--- config.mk ---
export PLATFORM = sky130hd
export DESIGN_NAME = transient_detector_sigma_rate
export DESIGN_NICKNAME = d
export VERILOG_FILES = /design/src/hdl/tds_pkg.sv /design/src/hdl/tds_sqrt.sv /design/src/hdl/transient_detector_sigma_rate.sv
export SDC_FILE = /design/constraint.sdc
export NUM_CORES = 2
export LEC_CHECK = 0
export ABC_CLOCK_PERIOD_IN_PS = 18200
export BUFFER_PORTS_ARGS = -buffer_cell sky130_fd_sc_hd__buf_2
export CAP_MARGIN = 30
export CORE_UTILIZATION = 45
export CTS_CLUSTER_SIZE = 12
export DETAILED_ROUTE_END_ITERATION = 8
export GPL_TIMING_DRIVEN = 0
export PLACE_DENSITY = 0.64
export REMOVE_ABC_BUFFERS = 1
export SETUP_SLACK_MARGIN = 0.05
export SLEW_MARGIN = 20
export SYNTH_ARGS = -nofsm -noshare
export SYNTH_HDL_FRONTEND = slang
export SYNTH_HIERARCHICAL = 1
export SYNTH_SLANG_ARGS = --single-unit
export TNS_END_PERCENT = 1
--- constraint.sdc ---
create_clock -name clock -period 18.2 [get_ports clock]
set_input_delay 1.82 -clock clock [delete_from_list [all_inputs] [get_ports clock]]
set_output_delay 1.82 -clock clock [all_outputs]
set_load 0.05 [all_outputs]
--- src/hdl/tds_pkg.sv ---
// tds_pkg: shared types and constants of the transient detector
// no dependencies; used by tds_sqrt and transient_detector_sigma_rate
package tds_pkg;

   localparam int SAMPLE_BITS = 32;
   localparam int STAMP_BITS  = 48;
   localparam int VAR_BITS    = 64;
   localparam int ROOT_BITS   = VAR_BITS / 2;
   localparam int GAIN_BITS   = 16;
   localparam int LEVEL_BITS  = 31;
   localparam int RUN_BITS    = 8;
   localparam int LHS_BITS    = 42;

   localparam logic [VAR_BITS-1:0] VAR_FLOOR = 64'd429497;
   localparam logic [5:0]          EMA_DIV   = 6'd50;

   typedef enum logic [2:0] {
      REG_DETECT_MODE = 3'd0,
      REG_MIN_LEVEL   = 3'd1,
      REG_SIGMA_GAIN  = 3'd2,
      REG_RUN_NEEDED  = 3'd3,
      REG_SLOPE_LIMIT = 3'd4
   } reg_index_type;

   typedef enum logic [3:0] {
      ST_IDLE,
      ST_PREP,
      ST_SQUARE,
      ST_SEED,
      ST_SQRT,
      ST_SCALE,
      ST_DECIDE,
      ST_EMA_DIV,
      ST_EMA_SUB,
      ST_EMA_ADD,
      ST_RATE_PREP,
      ST_RATE_MUL,
      ST_RATE_END,
      ST_OUT
   } state_type;

   typedef struct packed {
      logic start;
      logic done;
   } sqrt_ctl_type;

endpackage

--- src/hdl/tds_sqrt.sv ---
// tds_sqrt: iterative integer square root, two radicand bits per cycle
// depends on tds_pkg
module tds_sqrt (
   input  logic                            clock,
   input  logic                            reset,
   input  logic                            start,
   input  logic [tds_pkg::VAR_BITS-1:0]    radicand,
   output tds_pkg::sqrt_ctl_type           ctl,
   output logic [tds_pkg::ROOT_BITS-1:0]   root
);

   logic                          busy_ff, busy_in;
   logic                          done_ff, done_in;
   logic [4:0]                    cnt_ff, cnt_in;
   logic [tds_pkg::VAR_BITS-1:0]  rad_ff, rad_in;
   logic [tds_pkg::ROOT_BITS+1:0] rem_ff, rem_in;
   logic [tds_pkg::ROOT_BITS-1:0] root_ff, root_in;
   logic [tds_pkg::ROOT_BITS+2:0] trial_rem;
   logic [tds_pkg::ROOT_BITS+2:0] trial;

   always_comb begin
      trial_rem = {rem_ff[tds_pkg::ROOT_BITS:0], rad_ff[tds_pkg::VAR_BITS-1 -: 2]};
      trial     = {1'b0, root_ff, 2'b01};
      busy_in   = busy_ff;
      done_in   = 1'b0;
      cnt_in    = cnt_ff;
      rad_in    = rad_ff;
      rem_in    = rem_ff;
      root_in   = root_ff;
      if (start) begin
         busy_in = 1'b1;
         cnt_in  = '0;
         rad_in  = radicand;
         rem_in  = '0;
         root_in = '0;
      end else if (busy_ff) begin
         rad_in = {rad_ff[tds_pkg::VAR_BITS-3:0], 2'b00};
         if (trial_rem >= trial) begin
            rem_in  = tds_pkg::ROOT_BITS'(trial_rem - trial) == '0 ?
                      '0 : (tds_pkg::ROOT_BITS+2)'(trial_rem - trial);
            root_in = {root_ff[tds_pkg::ROOT_BITS-2:0], 1'b1};
         end else begin
            rem_in  = (tds_pkg::ROOT_BITS+2)'(trial_rem);
            root_in = {root_ff[tds_pkg::ROOT_BITS-2:0], 1'b0};
         end
         cnt_in = cnt_ff + 5'd1;
         if (cnt_ff == 5'(tds_pkg::ROOT_BITS - 1)) begin
            busy_in = 1'b0;
            done_in = 1'b1;
         end
      end
   end

   always_ff @(posedge clock) begin
      if (reset) begin
         busy_ff <= 1'b0;
         done_ff <= 1'b0;
         cnt_ff  <= '0;
      end else begin
         busy_ff <= busy_in;
         done_ff <= done_in;
         cnt_ff  <= cnt_in;
      end
   end

   always_ff @(posedge clock) begin
      rad_ff  <= rad_in;
      rem_ff  <= rem_in;
      root_ff <= root_in;
   end

   assign ctl.start = start;
   assign ctl.done  = done_ff;
   assign root      = root_ff;

endmodule

--- src/hdl/transient_detector_sigma_rate.sv ---
// transient_detector_sigma_rate: adaptive k-sigma / rate-of-change detector
// depends on tds_pkg and tds_sqrt
//
// usage: a request on req_* carries one current sample, its baseline, its
// timestamp and a clear flag (req_tuser); each yields one response on rsp_*:
// the fired flag and the adaptive threshold used (zero in rate mode).
// req_tready is high while no request is in work. adaptive mode: setup, the
// bit-serial dev^2 multiplier, seed, the square root unit (start, 32 two-bit
// steps, done), the serial gain multiplier, decide and output; quiet samples
// also pass the pair of divide-by-50 units and the update before output.
// rate mode: setup, the serial slope multiplier, compare and output; a
// priming sample goes from setup straight to output. no new request is taken
// until the last one has reached the output register, which holds the
// response; a new request is accepted while it waits, and a finished result
// is held until that register is free, so a stalled receiver holds up the
// block without loss. reset (synchronous, active high) loads the register
// reset values and clears all detector state. a csr write to a valid index
// stores the value and clears all detector state; csr writes are for the
// user to make only while idle, the block itself does not enforce this.
module transient_detector_sigma_rate (
   input  logic         clock,
   input  logic         reset,
   input  logic         req_tvalid,
   output logic         req_tready,
   // [31:0] sample, [63:32] baseline, [111:64] stamp_us
   input  logic [111:0] req_tdata,
   // [0] clear_run
   input  logic [0:0]   req_tuser,
   output logic         rsp_tvalid,
   input  logic         rsp_tready,
   // [0] fired, [32:1] threshold_now, [39:33] zero
   output logic [39:0]  rsp_tdata,
   input  logic         csr_we,
   input  logic [2:0]   csr_index,
   input  logic [30:0]  csr_wdata
);

   localparam int SB = tds_pkg::SAMPLE_BITS;
   localparam int TB = tds_pkg::STAMP_BITS;
   localparam int VB = tds_pkg::VAR_BITS;
   localparam int RB = tds_pkg::ROOT_BITS;
   localparam int GB = tds_pkg::GAIN_BITS;
   localparam int LB = tds_pkg::LEVEL_BITS;
   localparam int HB = tds_pkg::LHS_BITS;

   tds_pkg::state_type state_ff, state_in;

   // configuration
   logic          mode_ff;
   logic [LB-1:0] min_level_ff;
   logic [GB-1:0] gain_ff;
   logic [7:0]    run_needed_ff;
   logic [LB-1:0] slope_ff;

   // detector state
   logic [7:0]    run_ff, run_in;
   logic [VB-1:0] var_ff, var_in;
   logic          seeded_ff, seeded_in;
   logic [SB-1:0] prev_sample_ff, prev_sample_in;
   logic [TB-1:0] prev_stamp_ff, prev_stamp_in;
   logic          primed_ff, primed_in;

   // request capture and work registers
   logic [SB-1:0]  sample_ff, sample_in;
   logic [SB-1:0]  base_ff, base_in;
   logic [TB-1:0]  stamp_ff, stamp_in;
   logic [SB-1:0]  mag_ff, mag_in;
   logic [SB-1:0]  mq_ff, mq_in;
   logic [VB-1:0]  acc_ff, acc_in;
   logic [VB-1:0]  dev2_ff, dev2_in;
   logic [RB-1:0]  sigma_ff, sigma_in;
   logic [GB-1:0]  gq_ff, gq_in;
   logic [47:0]    prod_ff, prod_in;
   logic [VB-1:0]  dq_v_ff, dq_v_in;
   logic [VB-1:0]  dq_d_ff, dq_d_in;
   logic [5:0]     rem_v_ff, rem_v_in;
   logic [5:0]     rem_d_ff, rem_d_in;
   logic [6:0]     step_ff, step_in;
   logic [TB-1:0]  dt_ff, dt_in;
   logic           dt_ok_ff, dt_ok_in;
   logic [HB-1:0]  lhs_ff, lhs_in;
   logic [LB-1:0]  lq_ff, lq_in;
   logic [TB:0]    racc_ff, racc_in;
   logic           ovf_ff, ovf_in;
   logic           fired_ff, fired_in;
   logic [31:0]    thr_ff, thr_in;

   logic           rsp_valid_ff, rsp_valid_in;
   logic [39:0]    rsp_data_ff, rsp_data_in;

   tds_pkg::sqrt_ctl_type sqrt_ctl;
   logic                  sqrt_start;
   logic [RB-1:0]         sqrt_root;

   // combinational helpers
   logic [SB:0]   diff;
   logic [SB:0]   diff_abs;
   logic [SB:0]   sq_sum;
   logic [SB:0]   sc_sum;
   logic [35:0]   scaled;
   logic [35:0]   thr_full;
   logic [7:0]    need;
   logic [6:0]    tv, td;
   logic [VB:0]   wide_sum;
   logic [HB+1:0] lhs_calc;
   logic [TB:0]   racc_next;
   logic          cfg_hit;
   logic          accept;

   tds_sqrt u_sqrt (
      .clock    (clock),
      .reset    (reset),
      .start    (sqrt_start),
      .radicand (var_ff),
      .ctl      (sqrt_ctl),
      .root     (sqrt_root)
   );

   assign accept  = req_tvalid && req_tready;
   assign cfg_hit = csr_we && (csr_index <= 3'(tds_pkg::REG_SLOPE_LIMIT));

   always_comb begin
      state_in       = state_ff;
      run_in         = run_ff;
      var_in         = var_ff;
      seeded_in      = seeded_ff;
      prev_sample_in = prev_sample_ff;
      prev_stamp_in  = prev_stamp_ff;
      primed_in      = primed_ff;
      sample_in      = sample_ff;
      base_in        = base_ff;
      stamp_in       = stamp_ff;
      mag_in         = mag_ff;
      mq_in          = mq_ff;
      acc_in         = acc_ff;
      dev2_in        = dev2_ff;
      sigma_in       = sigma_ff;
      gq_in          = gq_ff;
      prod_in        = prod_ff;
      dq_v_in        = dq_v_ff;
      dq_d_in        = dq_d_ff;
      rem_v_in       = rem_v_ff;
      rem_d_in       = rem_d_ff;
      step_in        = step_ff;
      dt_in          = dt_ff;
      dt_ok_in       = dt_ok_ff;
      lhs_in         = lhs_ff;
      lq_in          = lq_ff;
      racc_in        = racc_ff;
      ovf_in         = ovf_ff;
      fired_in       = fired_ff;
      thr_in         = thr_ff;
      rsp_valid_in   = rsp_valid_ff && !rsp_tready;
      rsp_data_in    = rsp_data_ff;
      sqrt_start     = 1'b0;
      req_tready     = (state_ff == tds_pkg::ST_IDLE);

      // shared difference: sample minus baseline or previous sample
      if (state_ff == tds_pkg::ST_RATE_PREP) begin
         diff = {sample_ff[SB-1], sample_ff} - {prev_sample_ff[SB-1], prev_sample_ff};
      end else begin
         diff = {sample_ff[SB-1], sample_ff} - {base_ff[SB-1], base_ff};
      end
      diff_abs  = diff[SB] ? (~diff + (SB+1)'(1)) : diff;
      sq_sum    = {1'b0, acc_ff[VB-1:SB]} + (mq_ff[0] ? {1'b0, mag_ff} : '0);
      sc_sum    = {1'b0, prod_ff[47:GB]} + (gq_ff[0] ? {1'b0, sigma_ff} : '0);
      scaled    = prod_ff[47:12];
      thr_full  = (scaled > {5'd0, min_level_ff}) ? scaled : {5'd0, min_level_ff};
      need      = (run_needed_ff == 8'd0) ? 8'd1 : run_needed_ff;
      tv        = {rem_v_ff, dq_v_ff[VB-1]};
      td        = {rem_d_ff, dq_d_ff[VB-1]};
      wide_sum  = '0;
      lhs_calc  = ({diff_abs[SB-1:0], 10'd0} - {4'd0, diff_abs[SB-1:0], 4'd0})
                  - {5'd0, diff_abs[SB-1:0], 3'd0};
      racc_next = {racc_ff[HB-1:0], 1'b0} + (lq_ff[LB-1] ? {1'b0, dt_ff} : '0);

      unique case (state_ff)
         tds_pkg::ST_IDLE: begin
            if (accept) begin
               sample_in = req_tdata[SB-1:0];
               base_in   = req_tdata[2*SB-1:SB];
               stamp_in  = req_tdata[2*SB+TB-1:2*SB];
               if (req_tuser[0]) begin
                  run_in    = '0;
                  primed_in = 1'b0;
               end
               state_in = mode_ff ? tds_pkg::ST_RATE_PREP : tds_pkg::ST_PREP;
            end
         end
         tds_pkg::ST_PREP: begin
            mag_in   = diff_abs[SB-1:0];
            mq_in    = diff_abs[SB-1:0];
            acc_in   = '0;
            step_in  = '0;
            state_in = tds_pkg::ST_SQUARE;
         end
         tds_pkg::ST_SQUARE: begin
            // shift-add, one multiplier bit per cycle
            acc_in  = {sq_sum, acc_ff[SB-1:1]};
            mq_in   = {1'b0, mq_ff[SB-1:1]};
            step_in = step_ff + 7'd1;
            if (step_ff == 7'(SB - 1)) begin
               state_in = tds_pkg::ST_SEED;
            end
         end
         tds_pkg::ST_SEED: begin
            dev2_in = acc_ff;
            if (!seeded_ff) begin
               wide_sum  = {1'b0, acc_ff} + {1'b0, tds_pkg::VAR_FLOOR};
               var_in    = wide_sum[VB] ? '1 : wide_sum[VB-1:0];
               seeded_in = 1'b1;
            end
            state_in = tds_pkg::ST_SQRT;
         end
         tds_pkg::ST_SQRT: begin
            // start pulse on entry, then wait for the root
            sqrt_start = (step_ff != 7'd0);
            step_in    = '0;
            if (sqrt_ctl.done && !sqrt_ctl.start) begin
               sigma_in = sqrt_root;
               gq_in    = gain_ff;
               prod_in  = '0;
               state_in = tds_pkg::ST_SCALE;
            end
         end
         tds_pkg::ST_SCALE: begin
            prod_in = {sc_sum, prod_ff[GB-1:1]};
            gq_in   = {1'b0, gq_ff[GB-1:1]};
            step_in = step_ff + 7'd1;
            if (step_ff == 7'(GB - 1)) begin
               state_in = tds_pkg::ST_DECIDE;
            end
         end
         tds_pkg::ST_DECIDE: begin
            thr_in = (thr_full[35:32] != 4'd0) ? '1 : thr_full[31:0];
            if ({4'd0, mag_ff} > thr_full) begin
               if ((run_ff + 8'd1) >= need) begin
                  run_in   = '0;
                  fired_in = 1'b1;
               end else begin
                  run_in   = run_ff + 8'd1;
                  fired_in = 1'b0;
               end
               state_in = tds_pkg::ST_OUT;
            end else begin
               run_in   = '0;
               fired_in = 1'b0;
               dq_v_in  = var_ff;
               dq_d_in  = dev2_ff;
               rem_v_in = '0;
               rem_d_in = '0;
               step_in  = '0;
               state_in = tds_pkg::ST_EMA_DIV;
            end
         end
         tds_pkg::ST_EMA_DIV: begin
            // restoring divide by 50, one quotient bit per cycle
            if (tv >= {1'b0, tds_pkg::EMA_DIV}) begin
               rem_v_in = 6'(tv - {1'b0, tds_pkg::EMA_DIV});
               dq_v_in  = {dq_v_ff[VB-2:0], 1'b1};
            end else begin
               rem_v_in = tv[5:0];
               dq_v_in  = {dq_v_ff[VB-2:0], 1'b0};
            end
            if (td >= {1'b0, tds_pkg::EMA_DIV}) begin
               rem_d_in = 6'(td - {1'b0, tds_pkg::EMA_DIV});
               dq_d_in  = {dq_d_ff[VB-2:0], 1'b1};
            end else begin
               rem_d_in = td[5:0];
               dq_d_in  = {dq_d_ff[VB-2:0], 1'b0};
            end
            step_in = step_ff + 7'd1;
            if (step_ff == 7'(VB - 1)) begin
               state_in = tds_pkg::ST_EMA_SUB;
            end
         end
         tds_pkg::ST_EMA_SUB: begin
            dq_v_in  = var_ff - dq_v_ff;
            state_in = tds_pkg::ST_EMA_ADD;
         end
         tds_pkg::ST_EMA_ADD: begin
            wide_sum = {1'b0, dq_v_ff} + {1'b0, dq_d_ff};
            var_in   = wide_sum[VB] ? '1 : wide_sum[VB-1:0];
            state_in = tds_pkg::ST_OUT;
         end
         tds_pkg::ST_RATE_PREP: begin
            thr_in         = '0;
            fired_in       = 1'b0;
            prev_sample_in = sample_ff;
            prev_stamp_in  = stamp_ff;
            if (!primed_ff) begin
               primed_in = 1'b1;
               state_in  = tds_pkg::ST_OUT;
            end else begin
               dt_ok_in = (stamp_ff > prev_stamp_ff);
               dt_in    = stamp_ff - prev_stamp_ff;
               lhs_in   = lhs_calc[HB-1:0];
               lq_in    = slope_ff;
               racc_in  = '0;
               ovf_in   = 1'b0;
               step_in  = '0;
               state_in = tds_pkg::ST_RATE_MUL;
            end
         end
         tds_pkg::ST_RATE_MUL: begin
            // dt * slope_limit, msb first, sticky once past the lhs range
            racc_in = racc_next;
            if (racc_next[TB:HB] != '0) begin
               ovf_in = 1'b1;
            end
            lq_in   = {lq_ff[LB-2:0], 1'b0};
            step_in = step_ff + 7'd1;
            if (step_ff == 7'(LB - 1)) begin
               state_in = tds_pkg::ST_RATE_END;
            end
         end
         tds_pkg::ST_RATE_END: begin
            fired_in = dt_ok_ff && (lhs_ff != '0) && !ovf_ff && (racc_ff[HB-1:0] < lhs_ff);
            state_in = tds_pkg::ST_OUT;
         end
         tds_pkg::ST_OUT: begin
            if (!rsp_valid_ff || rsp_tready) begin
               rsp_valid_in = 1'b1;
               rsp_data_in  = {7'd0, thr_ff, fired_ff};
               state_in     = tds_pkg::ST_IDLE;
            end
         end
         default: begin
            state_in = tds_pkg::ST_IDLE;
         end
      endcase

      if (state_ff == tds_pkg::ST_SEED) begin
         step_in = 7'd1;
      end
   end

   always_ff @(posedge clock) begin
      if (reset) begin
         state_ff       <= tds_pkg::ST_IDLE;
         rsp_valid_ff   <= 1'b0;
         mode_ff        <= 1'b0;
         min_level_ff   <= '0;
         gain_ff        <= 16'd16384;
         run_needed_ff  <= 8'd1;
         slope_ff       <= '0;
         run_ff         <= '0;
         var_ff         <= tds_pkg::VAR_FLOOR;
         seeded_ff      <= 1'b0;
         prev_sample_ff <= '0;
         prev_stamp_ff  <= '0;
         primed_ff      <= 1'b0;
      end else begin
         state_ff     <= state_in;
         rsp_valid_ff <= rsp_valid_in;
         if (cfg_hit) begin
            unique case (tds_pkg::reg_index_type'(csr_index))
               tds_pkg::REG_DETECT_MODE: mode_ff       <= csr_wdata[0];
               tds_pkg::REG_MIN_LEVEL:   min_level_ff  <= csr_wdata;
               tds_pkg::REG_SIGMA_GAIN:  gain_ff       <= csr_wdata[GB-1:0];
               tds_pkg::REG_RUN_NEEDED:  run_needed_ff <= csr_wdata[7:0];
               tds_pkg::REG_SLOPE_LIMIT: slope_ff      <= csr_wdata;
               default:                  mode_ff       <= mode_ff;
            endcase
            run_ff         <= '0;
            var_ff         <= tds_pkg::VAR_FLOOR;
            seeded_ff      <= 1'b0;
            prev_sample_ff <= '0;
            prev_stamp_ff  <= '0;
            primed_ff      <= 1'b0;
         end else begin
            run_ff         <= run_in;
            var_ff         <= var_in;
            seeded_ff      <= seeded_in;
            prev_sample_ff <= prev_sample_in;
            prev_stamp_ff  <= prev_stamp_in;
            primed_ff      <= primed_in;
         end
      end
   end

   always_ff @(posedge clock) begin
      sample_ff   <= sample_in;
      base_ff     <= base_in;
      stamp_ff    <= stamp_in;
      mag_ff      <= mag_in;
      mq_ff       <= mq_in;
      acc_ff      <= acc_in;
      dev2_ff     <= dev2_in;
      sigma_ff    <= sigma_in;
      gq_ff       <= gq_in;
      prod_ff     <= prod_in;
      dq_v_ff     <= dq_v_in;
      dq_d_ff     <= dq_d_in;
      rem_v_ff    <= rem_v_in;
      rem_d_ff    <= rem_d_in;
      step_ff     <= step_in;
      dt_ff       <= dt_in;
      dt_ok_ff    <= dt_ok_in;
      lhs_ff      <= lhs_in;
      lq_ff       <= lq_in;
      racc_ff     <= racc_in;
      ovf_ff      <= ovf_in;
      fired_ff    <= fired_in;
      thr_ff      <= thr_in;
      rsp_data_ff <= rsp_data_in;
   end

   assign rsp_tvalid = rsp_valid_ff;
   assign rsp_tdata  = rsp_data_ff;

endmodule
# Word level (Yosys, flattened, before mapping)
# Cells that the tools add are included.
# W data, S select, Z words.
[totals]
output_inout_bits = 42
in_bits = 152
word_cells = 237
ff_bits = 1160
[classes]
n_bitwise = 2
n_eq_ne = 34
add_sub_neg = 18
n_mux = 74
n_reduce_logical = 57
magnitude_cmp = 9
[ops]
columns = ["operator", "n"]
rows = [
  ["$mux W64", 7],
  ["$pmux W64 S2", 3],
  ["$pmux W64 S3", 1],
  ["$mux W32", 4],
  ["$pmux W32 S2", 2],
  ["$mux W33", 3],
  ["$mux W48", 2],
  ["$pmux W48 S2", 1],
  ["$pmux W42 S2", 1],
  ["$sub A42 B36 Y42", 2],
  ["$add A32 B32 Y33", 2],
  ["$sub A32 B32 Y33", 2],
  ["$add A64 B19 Y65 const B", 1],
  ["$add A64 B64 Y65", 1],
  ["$sub A64 B64 Y64", 1],
  ["$pmux W31 S2", 1],
  ["$pmux W4 S13", 1],
  ["$add A43 B48 Y49", 1],
  ["$gt A48 B48 Y1", 1],
  ["$sub A48 B48 Y48", 1],
  ["$lt A42 B42 Y1", 1],
  ["$mux W42", 1],
  ["$reduce_bool A42 Y1", 1],
  ["$mux W8", 5],
  ["other kinds (58)", 148],
]

# Logic depth before layout (Yosys ltp)
[depth]
depth_word = 7
depth_mapped = 36
mapped_depth_nobuf = 33

# Modules after synthesis
# The synthesis kept the hierarchy.
[by_module_without_submodules]
columns = ["module", "n_inst", "seq_area_each_um2", "cells_each", "area_each_um2"]
rows = [
  ["transient_detector_sigma_rate", 1, 27766.6, 6391, 61476.5],
  ["tds_sqrt", 1, 3363.2, 788, 7945.1],
]

# Worst setup path after synthesis
# Ideal clock, no wire load.
[synth_path]
path_kind = "flip-flop to flip-flop"
from = "register state_ff[0]"
to = "register lhs_ff[40], data pin"
synth_period_minus_slack_ps = 7690
path_stages_with_launch = 35
setup_slack_ps = 10510
setup_time_ps = 258
arrival_time_ps = 7432
n_path_buf = 4
required_time_ps = 17942
cell_sequence = "dfxtp_1 > buf_1 > nor2_1 > nand3_1 > clkbuf_1 > clkbuf_1 > nand2_1 > nand2_1 > ha_1 > inv_1 > fa_1 > a211oi_1 > o21ai_1 > o211ai_1 > a21oi_1 > nor3_1 > o22a_1 > clkbuf_1 > o31ai_1 > xnor2_1 > fa_1 > ha_1 > a21o_1 > a21o_1 > a21oi_1 > a21bo_2 > a21o_1 > a31oi_1 > or3_1 > a21boi_0 > o21a_1 > o21a_1 > nor3_4 > o21ai_2 > xnor2_1"
[synth_via]
elab_chain_cells = 7
[synth_lines]
columns = ["element", "line_no", "text"]
rows = [
  ["from (decl)", "transient_detector_sigma_rate.sv:46", "tds_pkg::state_type state_ff, state_in;"],
  ["from (signal assigned)", "transient_detector_sigma_rate.sv:340", "state_ff <= tds_pkg::ST_IDLE;"],
  ["from (signal assigned)", "transient_detector_sigma_rate.sv:354", "state_ff <= state_in;"],
  ["$eq A4 B4 Y1 (*)", "transient_detector_sigma_rate.sv:159", "if (state_ff == tds_pkg::ST_RATE_PREP) begin"],
  ["$mux W33 (*)", "transient_detector_sigma_rate.sv:159", ""],
  ["$not A32 Y32", "transient_detector_sigma_rate.sv:164", "diff_abs = diff[SB] ? (~diff + (SB+1)'(1)) : diff;"],
  ["$add A32 B1 Y32", "transient_detector_sigma_rate.sv:164", ""],
  ["$mux W32 (*)", "transient_detector_sigma_rate.sv:164", ""],
  ["$sub A42 B36 Y42", "transient_detector_sigma_rate.sv:173", "lhs_calc = ({diff_abs[SB-1:0], 10'd0} - {4'd0, diff_abs[SB-1:0], 4'd0})"],
  ["$sub A42 B36 Y42 (*)", "transient_detector_sigma_rate.sv:174", "- {5'd0, diff_abs[SB-1:0], 3'd0};"],
  ["net lhs_calc[40]", "transient_detector_sigma_rate.sv:105", "logic [HB+1:0] lhs_calc;"],
  ["to (signal assigned)", "transient_detector_sigma_rate.sv:400", "lhs_ff <= lhs_in;"],
  ["to (decl)", "transient_detector_sigma_rate.sv:81", "logic [HB-1:0] lhs_ff, lhs_in;"],
]
# The timed path passes the listed nets; every way through them passes the cells marked *.
# A chain may end at the register's enable or synchronous reset.

# Final worst setup path
[layout_path]
from = "register state_ff[1]"
to = "register lhs_ff[39], data pin"
# The elaborated chain is that of the path after synthesis.

==> impl_metrics.yaml <==
run_status:
  outcome: "complete, no violations"
job:
  cap_violations: 0
power:
  clockPowerShare_pct: 19.0
  p_sw_share_pct: 42.0
  intPower_w: 0.00822
  power_switching_w: 0.00595
  p_leak_nw: 31.0
  ir_worst_vdd_v: 0.000259
  seq_power_share_pct: 27.6
  power_frac_comb_pct: 53.5
  pwr_density_cell_nw_per_um2: 182
finish:
  final_cells: 9457
  layout_common_cells: "1,014 x nand2_1, 820 x edfxtp_1, 609 x a21oi_1"
  areaGrowthSynthToFinish_pct: 12.2
  drive_gt1_share_pct: 9.17
  nNetsFinal: 8010
  n_fill_cell: 13877
  layout_commonest_cell: "nand2_1"
  design_area_sq_um: 77900
clocking:
  clk_latency_ns: 0.80
  postCtsResizedCells: 0
  clock-sinks: 1145
  cts_tree: "yes"
  cts_made_buffers: 136
  cts_max_level: 4
  cts-root-buf: "clkbuf_16"
  clockBufferDepth: 3
  clk_pin_slew_worst_paths_ns: 0.06
  postCtsSetupBuffers: 0
  cts_hold_buf: 0
logic_synthesis:
  synthArstFlopShare_pct: 0
  ys_seq_area_share_pct: 44.8
  synth_ff_type: "edfxtp_1"
  synthCells: 7179
  netlist_area_sq_um: 69400
  synth_seq_cells: 1145
  yosysUniqueCellTypes: 113
  yosysWarnings: 6
  synth_edf_count: 820
  syn_avg_cell_area_sq_um: 9.67
placed_design:
  numPortBuffers: 186
  postPlaceCellArea_sq_um: 73500
  place_inst: 9202
  hpwlAfterDp_um: 138000
  gp_congestion: 0.924
sta:
  max_freq_ghz: 0.104
  hold_ws_ns: 0.420
  maxSlewViolCount: 0
  fin_skew_ns: 0.0296
  finalHoldViolations: 0
  fin_crit_ns: 9.65
  worst_slew_pin_slew_ns: 0.983
  fin_crit_sh_pct: 53.0
  setup_viol: 0
  rsz0062_at_grt: "false"
  slew-limit-headroom_pct: 34.4
floorplan:
  coreArea_sq_um: 153000
  dieArea_sq_um: 156000
  start_util_pct: 45.5
  die_y_um: 395
  die_w_um: 395
  rows: 143
  ios: 194
detailed_routing:
  wl_per_cell_um: 19.2
  firstDrtPassIters: 8
  wl_met3_um: 10400
  route.met2.wl_um: 83100
  drc_errors: 0
  routed_wirelength_um: 182000
  vias: 53274
  postRouteAntennaNets: 0
  drt_iter0_markers: 4104
  routed.top_layer: "met5"
  via_per_inst: 5.63
  wl_met1_um: 82300
global_routing:
  antenna_found_initial: 10
  grt_pass1_vias: 51195
  grt_remaining_overflow: 0
  grt_pass1_wl_um: 284000
  grt_usage_pct: 22.9
  grt_max_degree: 65
critical_path:
  start_kind: "flip-flop"
  cp_common_cell: "a21oi_1"
  cp_max_fo: 23
  critical_path.max_stage_delay_ns: 0.97
  reg2reg_depth: 31
  timing.critical_path.required_ns: 18.78
  endpoint_kind: "flip-flop"
  worstPathArrival_ns: 10.23
  slowest_stage: "dfxtp_1"
  path_class: "flip-flop to flip-flop"
min_path:
  hold_class: "flip-flop to flip-flop"
  hold_depth: 0
[sequential cells by signal (all words and copies together) (netlist names), 64 cells and up]
register / cells
acc_ff: 64
dev2_ff: 64
dq_d_ff: 64
dq_v_ff: 64
u_sqrt/rad_ff: 64
var_ff: 64
[area by class of cell]
class	count	area, sq um	share of cell area, %
sequential	1145	31100	40.0
clock inverter	59	493	0.633
antenna	2	5.00	0.00642
multi-input combinational	5338	35800	46.0
timing repair buffer	272	2390	3.07
inverter	421	1590	2.04
clock buffer	190	3920	5.02
tap	2030	2540	3.26
[cells by family after synthesis]
group,after synthesis,synth area share [%]
simple gates,2335,15.6
compound gates,1823,17.0
flops,1145,44.8
buf+inv,702,3.99
fa+ha+maj,544,10.1
xor+xnor,432,5.53
mux,197,2.97
other cells,1,0.00540
[per-layer routing]
layer / GRT usage (%) / vias to the layer above
met3: 3.25 / 304
li1: - / 26244
met1: 31.2 / 25265
met2: 37.3 / 1459
met4: 7.85 / 2
met5: 0 / -
[final timing paths]
check                                               from  slack [ns]                       to
worst max-delay path            state_ff[1]$_SDFFE_PP0P_        8.55     lhs_ff[39]$_DFFE_PP_
worst min-delay path            thr_ff[12]$_SDFFCE_PP0P_        0.42  rsp_tdata[13]$_DFFE_PP_
worst max register to register  state_ff[1]$_SDFFE_PP0P_        8.55     lhs_ff[39]$_DFFE_PP_
worst min register to register  thr_ff[12]$_SDFFCE_PP0P_        0.42  rsp_tdata[13]$_DFFE_PP_
[critical path: cells and delay by family (launching register included)]
family          cells  cell delay, ns
compound gates     16            3.89
fa+ha+maj           4            1.59
simple gates        6            1.49
xor+xnor            2            1.08
flops               1            0.97
buf+inv             3            0.44
[Yosys cell counts (all sizes together), types with 125 or more instances]
library cell  number  area [sq um]
mux2i            125          1250
xor2             180          1590
o21ai            319          1620
nor2             466          1750
inv              421          1580
dfxtp            325          6510
clkbuf           220           827
nand3            129           646
nand2           1020          3830
a21o             263          1980
edfxtp           820         24600
and2             156           976
xnor2            252          2240
ha               520          6510
a21oi            612          3080
[through the flow]
step | utilization, % | TNS, ns | total power, W | setup slack, ns
global placement | 47.0 | -333.88 | 0.0113 | -4.74
global route | 51.0 | 0 | 0.0151 | 8.00
detailed placement | 48.1 | 0 | 0.0113 | 8.77
floorplan | - | 0 | 0.00948 | 5.86
finish | 51.1 | 0 | 0.0142 | 8.55
CTS | 51.0 | 0 | 0.0142 | 8.69
[power by group through the flow]
stage | Combinational [W] | Sequential (W) | Clock [W]
6_report | 0.00757 | 0.00391 | 0.00269
5_1_grt | 0.00835 | 0.00395 | 0.00284
4_1_cts | 0.00751 | 0.00390 | 0.00275
3_5_place_dp | 0.00735 | 0.00395 | 0
3_3_place_gp | 0.00731 | 0.00400 | 0
2_1_floorplan | 0.00563 | 0.00386 | 0
No activity file was read; power rests on OpenSTA's default activity.
